`src/sv/scfl_pkg.sv`:
```
// Shared constants, types and helper functions of the size-class free-list allocator.
package scfl_pkg;

    localparam int SMALL_BLOCK_BYTES = 128;
    localparam int SMALL_BLOCK_COUNT = 128;
    localparam int NUM_CLASSES       = 5;

    localparam int LOG2_BYTES  = $clog2(SMALL_BLOCK_BYTES);
    localparam int LOG2_REGION = $clog2(SMALL_BLOCK_BYTES * SMALL_BLOCK_COUNT);
    localparam int CLS_W       = $clog2(NUM_CLASSES);

    function automatic int total_blocks();
        int s;
        s = 0;
        for (int k = 0; k < NUM_CLASSES; k++) begin
            s += SMALL_BLOCK_COUNT >> k;
        end
        return s;
    endfunction

    localparam int NUM_BLOCKS = total_blocks();
    localparam int BLK_W      = $clog2(NUM_BLOCKS);

    localparam int PADDR_W         = 2;
    localparam int REG_ADDRESS_BASE = 0;

    localparam logic FUNC_ALLOC = 1'b0;
    localparam logic FUNC_FREE  = 1'b1;

    localparam logic [1:0] ST_OK        = 2'd0;
    localparam logic [1:0] ST_NO_SPACE  = 2'd1;
    localparam logic [1:0] ST_BAD_ADDR  = 2'd2;
    localparam logic [1:0] ST_NOT_ALLOC = 2'd3;

    typedef logic [BLK_W-1:0] t_blk;
    typedef logic [CLS_W-1:0] t_cls;

    typedef struct packed {
        logic rd_en;
        t_blk rd_addr;
        logic wr_en;
        t_blk wr_addr;
        t_blk wr_data;
    } t_link_req;

    typedef struct packed {
        logic rd_en;
        t_blk rd_addr;
        logic wr_en;
        t_blk wr_addr;
        logic wr_data;
    } t_flag_req;

    function automatic logic [LOG2_REGION:0] cls_count(input t_cls c);
        return (LOG2_REGION + 1)'(SMALL_BLOCK_COUNT >> c);
    endfunction

    function automatic t_blk cls_start(input t_cls c);
        int s;
        s = 0;
        for (int k = 0; k < NUM_CLASSES; k++) begin
            if (k < int'(c)) begin
                s += SMALL_BLOCK_COUNT >> k;
            end
        end
        return BLK_W'(s);
    endfunction

    function automatic t_blk cls_last(input t_cls c);
        int n;
        n = SMALL_BLOCK_COUNT >> c;
        if (n > 0) begin
            return cls_start(c) + BLK_W'(n - 1);
        end
        return cls_start(c);
    endfunction

endpackage

```
`src/sv/scfl_link_mem.sv`:
```
// Next-link memory: one successor index per block, with written marks for reset values.
module scfl_link_mem import scfl_pkg::*; (
    input  logic      i_clk,
    input  logic      i_rst_n,
    input  t_link_req i_req,
    output t_blk      o_rd_data
);

    t_blk                  r_mem [NUM_BLOCKS];
    logic [NUM_BLOCKS-1:0] r_written;
    t_blk                  r_rd_data;
    t_blk                  r_rd_addr;
    logic                  r_rd_hit;

    always_ff @(posedge i_clk) begin
        if (i_req.wr_en) begin
            r_mem[i_req.wr_addr] <= i_req.wr_data;
        end
        if (i_req.rd_en) begin
            r_rd_data <= r_mem[i_req.rd_addr];
            r_rd_addr <= i_req.rd_addr;
        end
    end

    always_ff @(posedge i_clk) begin
        if (!i_rst_n) begin
            r_written <= '0;
            r_rd_hit  <= 1'b0;
        end else begin
            if (i_req.wr_en) begin
                r_written[i_req.wr_addr] <= 1'b1;
            end
            if (i_req.rd_en) begin
                r_rd_hit <= r_written[i_req.rd_addr];
            end
        end
    end

    // An entry never written still links to the block with the next index.
    assign o_rd_data = r_rd_hit ? r_rd_data : r_rd_addr + 1'b1;

endmodule

```
`src/sv/scfl_flag_mem.sv`:
```
// Allocated-flag memory: one bit per block, reading as free until first written.
module scfl_flag_mem import scfl_pkg::*; (
    input  logic      i_clk,
    input  logic      i_rst_n,
    input  t_flag_req i_req,
    output logic      o_rd_data
);

    logic                  r_mem [NUM_BLOCKS];
    logic [NUM_BLOCKS-1:0] r_written;
    logic                  r_rd_data;
    logic                  r_rd_hit;

    always_ff @(posedge i_clk) begin
        if (i_req.wr_en) begin
            r_mem[i_req.wr_addr] <= i_req.wr_data;
        end
        if (i_req.rd_en) begin
            r_rd_data <= r_mem[i_req.rd_addr];
        end
    end

    always_ff @(posedge i_clk) begin
        if (!i_rst_n) begin
            r_written <= '0;
            r_rd_hit  <= 1'b0;
        end else begin
            if (i_req.wr_en) begin
                r_written[i_req.wr_addr] <= 1'b1;
            end
            if (i_req.rd_en) begin
                r_rd_hit <= r_written[i_req.rd_addr];
            end
        end
    end

    assign o_rd_data = r_rd_hit & r_rd_data;

endmodule

```
`src/sv/scfl_ctrl.sv`:
```
// Request decode, list head and tail registers, memory sequencing and result register.
module scfl_ctrl import scfl_pkg::*; (
    input  logic        i_clk,
    input  logic        i_rst_n,
    input  logic [31:0] i_address_base,
    input  logic        i_s_tvalid,
    output logic        o_s_tready,
    input  logic        i_func,
    input  logic [15:0] i_request_size,
    input  logic [31:0] i_block_address,
    output logic        o_m_tvalid,
    input  logic        i_m_tready,
    output logic        o_ok,
    output logic [31:0] o_granted_address,
    output logic [1:0]  o_status,
    output t_link_req   o_link_req,
    input  t_blk        i_link_rd,
    output t_flag_req   o_flag_req,
    input  logic        i_flag_rd
);

    localparam logic S_IDLE = 1'b0;
    localparam logic S_EXEC = 1'b1;

    logic                   r_state;
    logic                   r_func;
    logic [1:0]             r_status;
    t_cls                   r_cls;
    t_blk                   r_blk;
    t_blk                   r_head [NUM_CLASSES];
    t_blk                   r_tail [NUM_CLASSES];
    logic [NUM_CLASSES-1:0] r_valid;
    logic                   r_out_vld;
    logic                   r_ok;
    logic [31:0]            r_addr;
    logic [1:0]             r_st;

    logic                    n_state;
    logic                    s_acc;
    logic [CLS_W:0]          a_first;
    logic                    a_fit;
    logic                    a_found;
    t_cls                    a_cls;
    logic [31:0]             f_off;
    logic [31-LOG2_REGION:0] f_hi;
    t_cls                    f_cls;
    logic [LOG2_REGION-1:0]  f_idx;
    logic                    f_ok;
    t_blk                    f_blk;
    logic                    commit;
    logic                    e_alloc_ok;
    logic                    e_free_ok;
    logic [1:0]              e_status;
    logic [31:0]             e_addr;

    always_comb begin
        a_first = (CLS_W + 1)'(NUM_CLASSES);
        for (int k = NUM_CLASSES - 1; k >= 0; k--) begin
            if ({16'b0, i_request_size} <= 32'(SMALL_BLOCK_BYTES << k)) begin
                a_first = (CLS_W + 1)'(k);
            end
        end
        a_fit   = (i_request_size != 16'd0) && (a_first < (CLS_W + 1)'(NUM_CLASSES));
        a_found = 1'b0;
        a_cls   = '0;
        for (int k = NUM_CLASSES - 1; k >= 0; k--) begin
            if (r_valid[k] && ((CLS_W + 1)'(k) >= a_first)) begin
                a_found = 1'b1;
                a_cls   = CLS_W'(k);
            end
        end
    end

    always_comb begin
        f_off = i_block_address - i_address_base;
        f_hi  = f_off[31:LOG2_REGION];
        f_cls = f_hi[CLS_W-1:0];
        f_idx = f_off[LOG2_REGION-1:0] >> (LOG2_BYTES + int'(f_cls));
        f_ok  = (f_hi < (32 - LOG2_REGION)'(NUM_CLASSES))
             && ({1'b0, f_idx} < cls_count(f_cls));
        f_blk = cls_start(f_cls) + BLK_W'(f_idx);
    end

    assign o_s_tready = (r_state == S_IDLE);
    assign s_acc      = i_s_tvalid && (r_state == S_IDLE);
    assign commit     = (r_state == S_EXEC) && (!r_out_vld || i_m_tready);

    assign e_alloc_ok = (r_func == FUNC_ALLOC) && (r_status == ST_OK);
    assign e_free_ok  = (r_func == FUNC_FREE) && (r_status == ST_OK) && i_flag_rd;

    always_comb begin
        e_status = r_status;
        if ((r_func == FUNC_FREE) && (r_status == ST_OK) && !i_flag_rd) begin
            e_status = ST_NOT_ALLOC;
        end
        e_addr = '0;
        if (e_alloc_ok) begin
            e_addr = i_address_base + (32'(r_cls) << LOG2_REGION)
                   + (32'(r_blk - cls_start(r_cls)) << (LOG2_BYTES + int'(r_cls)));
        end
    end

    always_comb begin
        o_link_req.rd_en   = s_acc && (i_func == FUNC_ALLOC);
        o_link_req.rd_addr = r_head[a_cls];
        o_link_req.wr_en   = commit && e_free_ok && r_valid[r_cls];
        o_link_req.wr_addr = r_tail[r_cls];
        o_link_req.wr_data = r_blk;
        o_flag_req.rd_en   = s_acc && (i_func == FUNC_FREE) && f_ok;
        o_flag_req.rd_addr = f_blk;
        o_flag_req.wr_en   = commit && (e_alloc_ok || e_free_ok);
        o_flag_req.wr_addr = r_blk;
        o_flag_req.wr_data = e_alloc_ok;
    end

    always_comb begin
        n_state = r_state;
        case (r_state)
            S_IDLE: begin
                if (s_acc) begin
                    n_state = S_EXEC;
                end
            end
            S_EXEC: begin
                if (commit) begin
                    n_state = S_IDLE;
                end
            end
            default: n_state = S_IDLE;
        endcase
    end

    always_ff @(posedge i_clk) begin
        if (!i_rst_n) begin
            r_state   <= S_IDLE;
            r_out_vld <= 1'b0;
            for (int k = 0; k < NUM_CLASSES; k++) begin
                r_head[k]  <= cls_start(CLS_W'(k));
                r_tail[k]  <= cls_last(CLS_W'(k));
                r_valid[k] <= ((SMALL_BLOCK_COUNT >> k) > 0);
            end
        end else begin
            r_state <= n_state;
            if (commit) begin
                r_out_vld <= 1'b1;
            end else if (i_m_tready) begin
                r_out_vld <= 1'b0;
            end
            if (commit && e_alloc_ok) begin
                if (r_blk == r_tail[r_cls]) begin
                    r_valid[r_cls] <= 1'b0;
                end else begin
                    r_head[r_cls] <= i_link_rd;
                end
            end
            if (commit && e_free_ok) begin
                if (!r_valid[r_cls]) begin
                    r_head[r_cls]  <= r_blk;
                    r_valid[r_cls] <= 1'b1;
                end
                r_tail[r_cls] <= r_blk;
            end
        end
    end

    always_ff @(posedge i_clk) begin
        if (s_acc) begin
            r_func <= i_func;
            if (i_func == FUNC_ALLOC) begin
                r_cls    <= a_cls;
                r_blk    <= r_head[a_cls];
                r_status <= (a_fit && a_found) ? ST_OK : ST_NO_SPACE;
            end else begin
                r_cls    <= f_cls;
                r_blk    <= f_blk;
                r_status <= f_ok ? ST_OK : ST_BAD_ADDR;
            end
        end
        if (commit) begin
            r_ok   <= (e_status == ST_OK);
            r_addr <= e_addr;
            r_st   <= e_status;
        end
    end

    assign o_m_tvalid        = r_out_vld;
    assign o_ok              = r_ok;
    assign o_granted_address = r_addr;
    assign o_status          = r_st;

endmodule

```
`src/sv/size_class_free_list_allocator_core.sv`:
```
// Top level of the size-class free-list allocator: register port and block instances.
//
// Channel   Direction  Handshake                 Payload
// s         in         i_s_tvalid / o_s_tready   tuser: func; tdata: request_size, block_address
// m         out        o_m_tvalid / i_m_tready   tdata: ok, granted_address, status
// apb       in         psel, penable / pready    address_base at byte address 0
//
// Every request runs as a decode step with a read of the link or flag memory, then an
// update step with the list update, memory write-back and result register load.
// A new request is accepted in the cycle after the result is registered.
// While the result register is full and not taken, the update step waits.
// Reset is synchronous; lists come up in their initial order at once, with no sweep.
module size_class_free_list_allocator_core import scfl_pkg::*; (
    input  logic               i_clk,
    input  logic               i_rst_n,
    input  logic               i_s_tvalid,
    output logic               o_s_tready,
    input  logic [47:0]        i_s_tdata,   // [15:0] request_size, [47:16] block_address
    input  logic [0:0]         i_s_tuser,   // [0] func
    output logic               o_m_tvalid,
    input  logic               i_m_tready,
    output logic [39:0]        o_m_tdata,   // [0] ok, [32:1] granted_address, [34:33] status
    input  logic               psel,
    input  logic               penable,
    input  logic               pwrite,
    input  logic [PADDR_W-1:0] paddr,
    input  logic [31:0]        pwdata,
    output logic [31:0]        prdata,
    output logic               pready
);

    logic [31:0] r_address_base;
    t_link_req   link_req;
    t_blk        link_rd;
    t_flag_req   flag_req;
    logic        flag_rd;
    logic        m_ok;
    logic [31:0] m_addr;
    logic [1:0]  m_status;

    assign pready = 1'b1;
    assign prdata = (paddr == PADDR_W'(4 * REG_ADDRESS_BASE)) ? r_address_base : 32'd0;

    always_ff @(posedge i_clk) begin
        if (!i_rst_n) begin
            r_address_base <= 32'd0;
        end else if (psel && penable && pwrite && pready
                     && (paddr == PADDR_W'(4 * REG_ADDRESS_BASE))) begin
            r_address_base <= pwdata;
        end
    end

    scfl_ctrl u_ctrl (
        .i_clk             (i_clk),
        .i_rst_n           (i_rst_n),
        .i_address_base    (r_address_base),
        .i_s_tvalid        (i_s_tvalid),
        .o_s_tready        (o_s_tready),
        .i_func            (i_s_tuser[0]),
        .i_request_size    (i_s_tdata[15:0]),
        .i_block_address   (i_s_tdata[47:16]),
        .o_m_tvalid        (o_m_tvalid),
        .i_m_tready        (i_m_tready),
        .o_ok              (m_ok),
        .o_granted_address (m_addr),
        .o_status          (m_status),
        .o_link_req        (link_req),
        .i_link_rd         (link_rd),
        .o_flag_req        (flag_req),
        .i_flag_rd         (flag_rd)
    );

    scfl_link_mem u_link_mem (
        .i_clk     (i_clk),
        .i_rst_n   (i_rst_n),
        .i_req     (link_req),
        .o_rd_data (link_rd)
    );

    scfl_flag_mem u_flag_mem (
        .i_clk     (i_clk),
        .i_rst_n   (i_rst_n),
        .i_req     (flag_req),
        .o_rd_data (flag_rd)
    );

    assign o_m_tdata = {5'd0, m_status, m_addr, m_ok};

endmodule

```
`config.mk`:
```
export PLATFORM = sky130hd
export DESIGN_NAME = size_class_free_list_allocator_core
export DESIGN_NICKNAME = d
export VERILOG_FILES = /design/src/sv/scfl_pkg.sv /design/src/sv/scfl_link_mem.sv /design/src/sv/scfl_flag_mem.sv /design/src/sv/scfl_ctrl.sv /design/src/sv/size_class_free_list_allocator_core.sv
export SDC_FILE = /design/constraint.sdc
export NUM_CORES = 2
export LEC_CHECK = 0
export ABC_AREA = 1
export BUFFER_PORTS_ARGS = -buffer_cell sky130_fd_sc_hd__buf_2
export CAP_MARGIN = 20
export CORE_MARGIN = 2
export CORE_UTILIZATION = 30
export DETAILED_ROUTE_END_ITERATION = 10
export PLACE_DENSITY = 0.49
export SYNTH_ARGS = -nofsm -noshare
export SYNTH_HDL_FRONTEND = slang
export SYNTH_SLANG_ARGS = --single-unit
```
`constraint.sdc`:
```
create_clock -name i_clk -period 12.2 [get_ports i_clk]
set_clock_uncertainty 0.05 [all_clocks]
set_input_delay 3.05 -clock i_clk [delete_from_list [all_inputs] [get_ports i_clk]]
set_output_delay 3.05 -clock i_clk [all_outputs]
set_load 0.01 [all_outputs]
```
==> results.txt <==
----------------------------------------------------
[Power]
  Portion of total power attributed to sequential cells ... 46.5%
  Clock share of power ... 41.7%
  Switching power of the nets ... 6.40 mW
  Standby leakage power ... 48.9 nW
  Pwr per Cell Area ... 167 mW/mm^2
  Internal power ... 17.4 mW
  Logic gate share of total power ... 11.9%
  Switching share of power ... 26.8%
  Peak supply drop ... 0.113 mV

[Critical path]
  Register-to-register setup slack ... 5.02 ns
  Nature of the critical path endpoint ... flop
  CP arrival ... 8.70 ns
  Buffers plus inverters on the worst setup path ... 3
  Endpoint of the worst setup timing path ... u_link_mem.r_rd_data[5]$_DFFE_PP_
  Critical Path Source Type ... input port
  Reg2Reg Capture Point ... u_ctrl.o_granted_address[29]$_SDFFCE_PN0P_
  Total number of cells along the worst setup path ... 23
  Maximum fanout encountered on the critical timing path ... 187
  Worst path max stage delay ... 0.65 ns
  Cell with the largest stage delay on the worst path ... sky130_fd_sc_hd__nand2_8
  Number of cell instances on the worst register-to-register path ... 29
  Cells traversed along the worst timing path ... buf_2, nor2_2, nand2_1, nor2_4, nand2_2, a21oi_4, nand2_2, nand2_4, nand2_2, nand2_1, nand3_1, nand3_4, buf_4, nand2_8, buf_12, o21ai_0, o211ai_1, nand3_1, nand3_1, nand3_1, nand3_1, nand3_1, nand2_1
  Data required, critical path ... 12.79 ns
  R2r startpoint ... u_ctrl.r_cls[0]$_DFFE_PP_
  Cell family contributing the most delay on the critical path ... simple AND/OR/NAND/NOR gates
  Source of the critical timing path ... i_s_tdata[5]
  Category of the critical setup timing path ... in2reg
  Critical path's most frequent cell ... sky130_fd_sc_hd__nand3_1

[Die]
  Vert. Die Dim ... 653 um
  Initial core utilization ... 30.1%
  Die width ... 653 um
  Number of primary I/O pins ... 165
  Die area ... 0.427 sq mm
  Floorplan core area ... 0.420 sq mm
  Row cnt ... 238

[Logic synthesis]
  Biggest area consumer among synthesized cells ... sky130_fd_sc_hd__edfxtp_1
  Most common flop cell mapped by yosys ... sky130_fd_sc_hd__edfxtp_1
  Unique masters post-synth ... 61
  Proportion of synthesized flip-flops having asynchronous set or reset ... 0%
  Area contributors post-synth ... sky130_fd_sc_hd__edfxtp_1 57%, sky130_fd_sc_hd__nor2_1 8.7%, sky130_fd_sc_hd__dfxtp_1 8.5%
  Number of enable-type register cells in the synthesized netlist ... 2,414
  Synthesized flop and latch total ... 2,954
  Post-Syn Area ... 0.126 sq mm
  Sequential-to-total area share from yosys stat ... 65.9%
  Synth top area share ... 57.3%
  Synth warnings ... 0
  Synthesized netlist cell count ... 12,269
  Post-Syn Area per Cell ... 10.3 sq um

[CTS]
  Number of levels the H-tree was split into ... 5
  Clk Latency, worst-skew pair ... 0.93 ns
  Clock tree from TritonCTS ... yes
  Clock slew at reported path FFs ... 0.06 ns
  Number of instances resized during post-cts repair ... 0
  Clk buf depth ... 4
  Number of sinks driven by the clock tree ... 2,954
  CTS Root Buffer Type ... sky130_fd_sc_hd__clkbuf_16
  Inserted Clock Buffers ... 335
  Hold Buf Count CTS ... 0
  Post-CTS repair timing setup buffer count ... 0

[Status]
  Outcome ... complete, no violations

[Routing]
  Total detailed-routing wirelength ... 398,000 um
  First-pass DRT Iterations ... 6
  Iteration-0 DRC Markers ... 9,241
  Routed Antenna Nets ... 0
  Average wire per cell in the routed design ... 22.1 um
  Detailed-route vias per instance ... 5.00
  Via count ... 89,897
  DR DRC count ... 0

[STA]
  Final worst path period need ... 8.11 ns
  Hold Slack ... 0.406 ns
  Count of final hold-check violations ... 0
  Period utilisation layout ... 66.5%
  Highest attainable clock frequency ... 123 MHz
  Measured slew at the worst slew-check pin ... 1.21 ns
  Fin Setup TNS ... 0 ns
  Max Slew Vio Count ... 0
  Setup repair after global routing missed its margin ... false
  Number of setup violations in the final report ... 0
  Headroom to the max-slew limit ... 19.0%

[Job]
  Number of max-cap violations ... 0

[Final layout]
  Ratio of cells with drive above 1 in the final layout ... 7.28%
  Storage element area ... 0.0833 sq mm
  Commonest cells after routing, fill and taps aside ... 2,927 x sky130_fd_sc_hd__nor2_1, 2,414 x sky130_fd_sc_hd__edfxtp_1, 1,419 x sky130_fd_sc_hd__nand2_1
  Layout-stage area growth over the synthesis result ... 13.1%
  Final cell utilization of the core ... 34.1%
  Area occupied by multi-input gates ... 0.0369 sq mm
  Leading cell type in the layout, fill and taps excluded ... sky130_fd_sc_hd__nor2_1
  Count of nets after finishing ... 12,367
  Filler Cell Count ... 42,327

[Place]
  Placed wire-length estimate ... 220,000 um
  GPL Wtd Cong ... 0.807
  Count of port buffers added during placement ... 158

[Global route]
  Number of antenna violations at the first check in global routing ... 16
  Vias in the first global route ... 84,909
  First-pass GRT wire length ... 584,000 um
  Grt total ovfl ... 0
  Pin count of the biggest net entering global routing ... 189
  All-Layer GR Usage ... 18.0%

[Worst hold path]
  Type of the tightest min-delay check ... reg2reg

----------------------------------------------------
[power by group through the flow]
stage | Combinational, mW | Sequential [mW] | Clock [mW]
final | 2.83 | 11.1 | 9.93
after global routing | 3.12 | 11.1 | 10.5
after CTS | 2.85 | 11.1 | 10.1
after detailed placement | 2.84 | 11.3 | 0
after global placement | 2.84 | 11.3 | 0
after floorplan | 1.69 | 11.4 | 0
[cell type report]
type	count	share of cell area [%]
flip-flops and latches	2954	58.2
clock buffers	477	6.60
well taps	5520	4.83
inverters	683	1.81
diodes	2	0.00350
multi-input cells	7858	25.8
repair buffers	337	1.81
clock inverters	143	0.889
[worst min-delay path by stage]
stage,cells after the start,start,endpoint
6_report,2,u_flag_mem.r_written[165]$_SDFFE_PN0P_,u_flag_mem.r_written[165]$_SDFFE_PN0P_
5_1_grt,2,u_flag_mem.r_written[189]$_SDFFE_PN0P_,u_flag_mem.r_written[189]$_SDFFE_PN0P_
4_1_cts,2,u_flag_mem.r_written[201]$_SDFFE_PN0P_,u_flag_mem.r_written[201]$_SDFFE_PN0P_
3_5_place_dp,2,u_flag_mem.r_written[17]$_SDFFE_PN0P_,u_flag_mem.r_written[17]$_SDFFE_PN0P_
3_3_place_gp,2,u_flag_mem.r_written[89]$_SDFFE_PN0P_,u_flag_mem.r_written[89]$_SDFFE_PN0P_
2_1_floorplan,2,u_flag_mem.r_written[101]$_SDFFE_PN0P_,u_flag_mem.r_written[101]$_SDFFE_PN0P_
[flip-flops by register name (all words and copies together), names as in the netlist, 5 cells and up, named ones only]
name / flops
u_link_mem.r_mem: 1984
u_flag_mem.r_mem: 248
u_flag_mem.r_written: 248
u_link_mem.r_written: 248
u_ctrl.r_tail: 64
u_ctrl.r_head: 52
r_address_base: 32
u_ctrl.o_granted_address: 32
u_ctrl.r_blk: 8
u_link_mem.r_rd_addr: 8
u_link_mem.r_rd_data: 8
u_ctrl.r_valid: 5
[stage by stage]
stage / area, sq um / setup WS (ns) / cells / power [mW]
finish: 143000 / 4.09 / 17974 / 23.8
global placement: 132000 / 3.30 / 17338 / 14.1
floorplan: 126000 / 3.43 / 12274 / 13.1
detailed placement: 132000 / 3.20 / 17342 / 14.1
CTS: 143000 / 4.19 / 17962 / 24.0
global route: 143000 / 3.88 / 17973 / 24.7
[metal layers]
| metal | vias up | wire, um | part of all wire [%] | GRT usage (%) |
|---|---|---|---|---|
| met5 | - | 0 | 0 | 0 |
| li1 | 42244 | - | - | - |
| met2 | 2769 | 182000 | 46 | 28.7 |
| met3 | 480 | 26300 | 6.6 | 2.41 |
| met1 | 44404 | 181000 | 46 | 26.0 |
| met4 | 0 | 8500 | 2.1 | 4.04 |
[logic make-up after synthesis]
family,after synthesis,share of synthesized area [%]
xor gates and xnor gates,33,0.229
DFF,2954,65.9
adders and majority gates,108,1.10
AOI/OAI and AO/OA,2021,9.22
muxes,1,0.00792
buffers and inverters,1462,5.08
other,2,0.00594
and+or+nand+nor,5688,18.5
[synthesized netlist by cell type, drive strengths merged, types with 2 or more instances]
cell type	count
nor2	2933
o221ai	16
o22ai	107
clkbuf	304
xnor2	6
o21ai	1188
a21boi	5
nand2	1451
clkinv	5
nor3	21
buf	475
a31oi	4
dfxtp	540
o211ai	427
o21bai	10
a21oi	201
edfxtp	2414
o31ai	5
ha	103
o32ai	16
xor2	27
conb	2
nand4	16
or2	3
a21o	3
fa	5
and2	4
inv	678
o21a	31
nand3b	94
nor4	2
nand3	1162
[worst register-to-register path: cells and delay by family, from the launching register on]
| family | cells | cell delay (ns) |
|---|---|---|
| compound gates | 7 | 1.52 |
| xor+xnor | 1 | 0.71 |
| fa+ha+maj | 3 | 1.10 |
| buf+inv | 4 | 0.96 |
| flops | 1 | 0.80 |
| simple gates | 14 | 1.78 |
(Power assumes the default switching activity.)
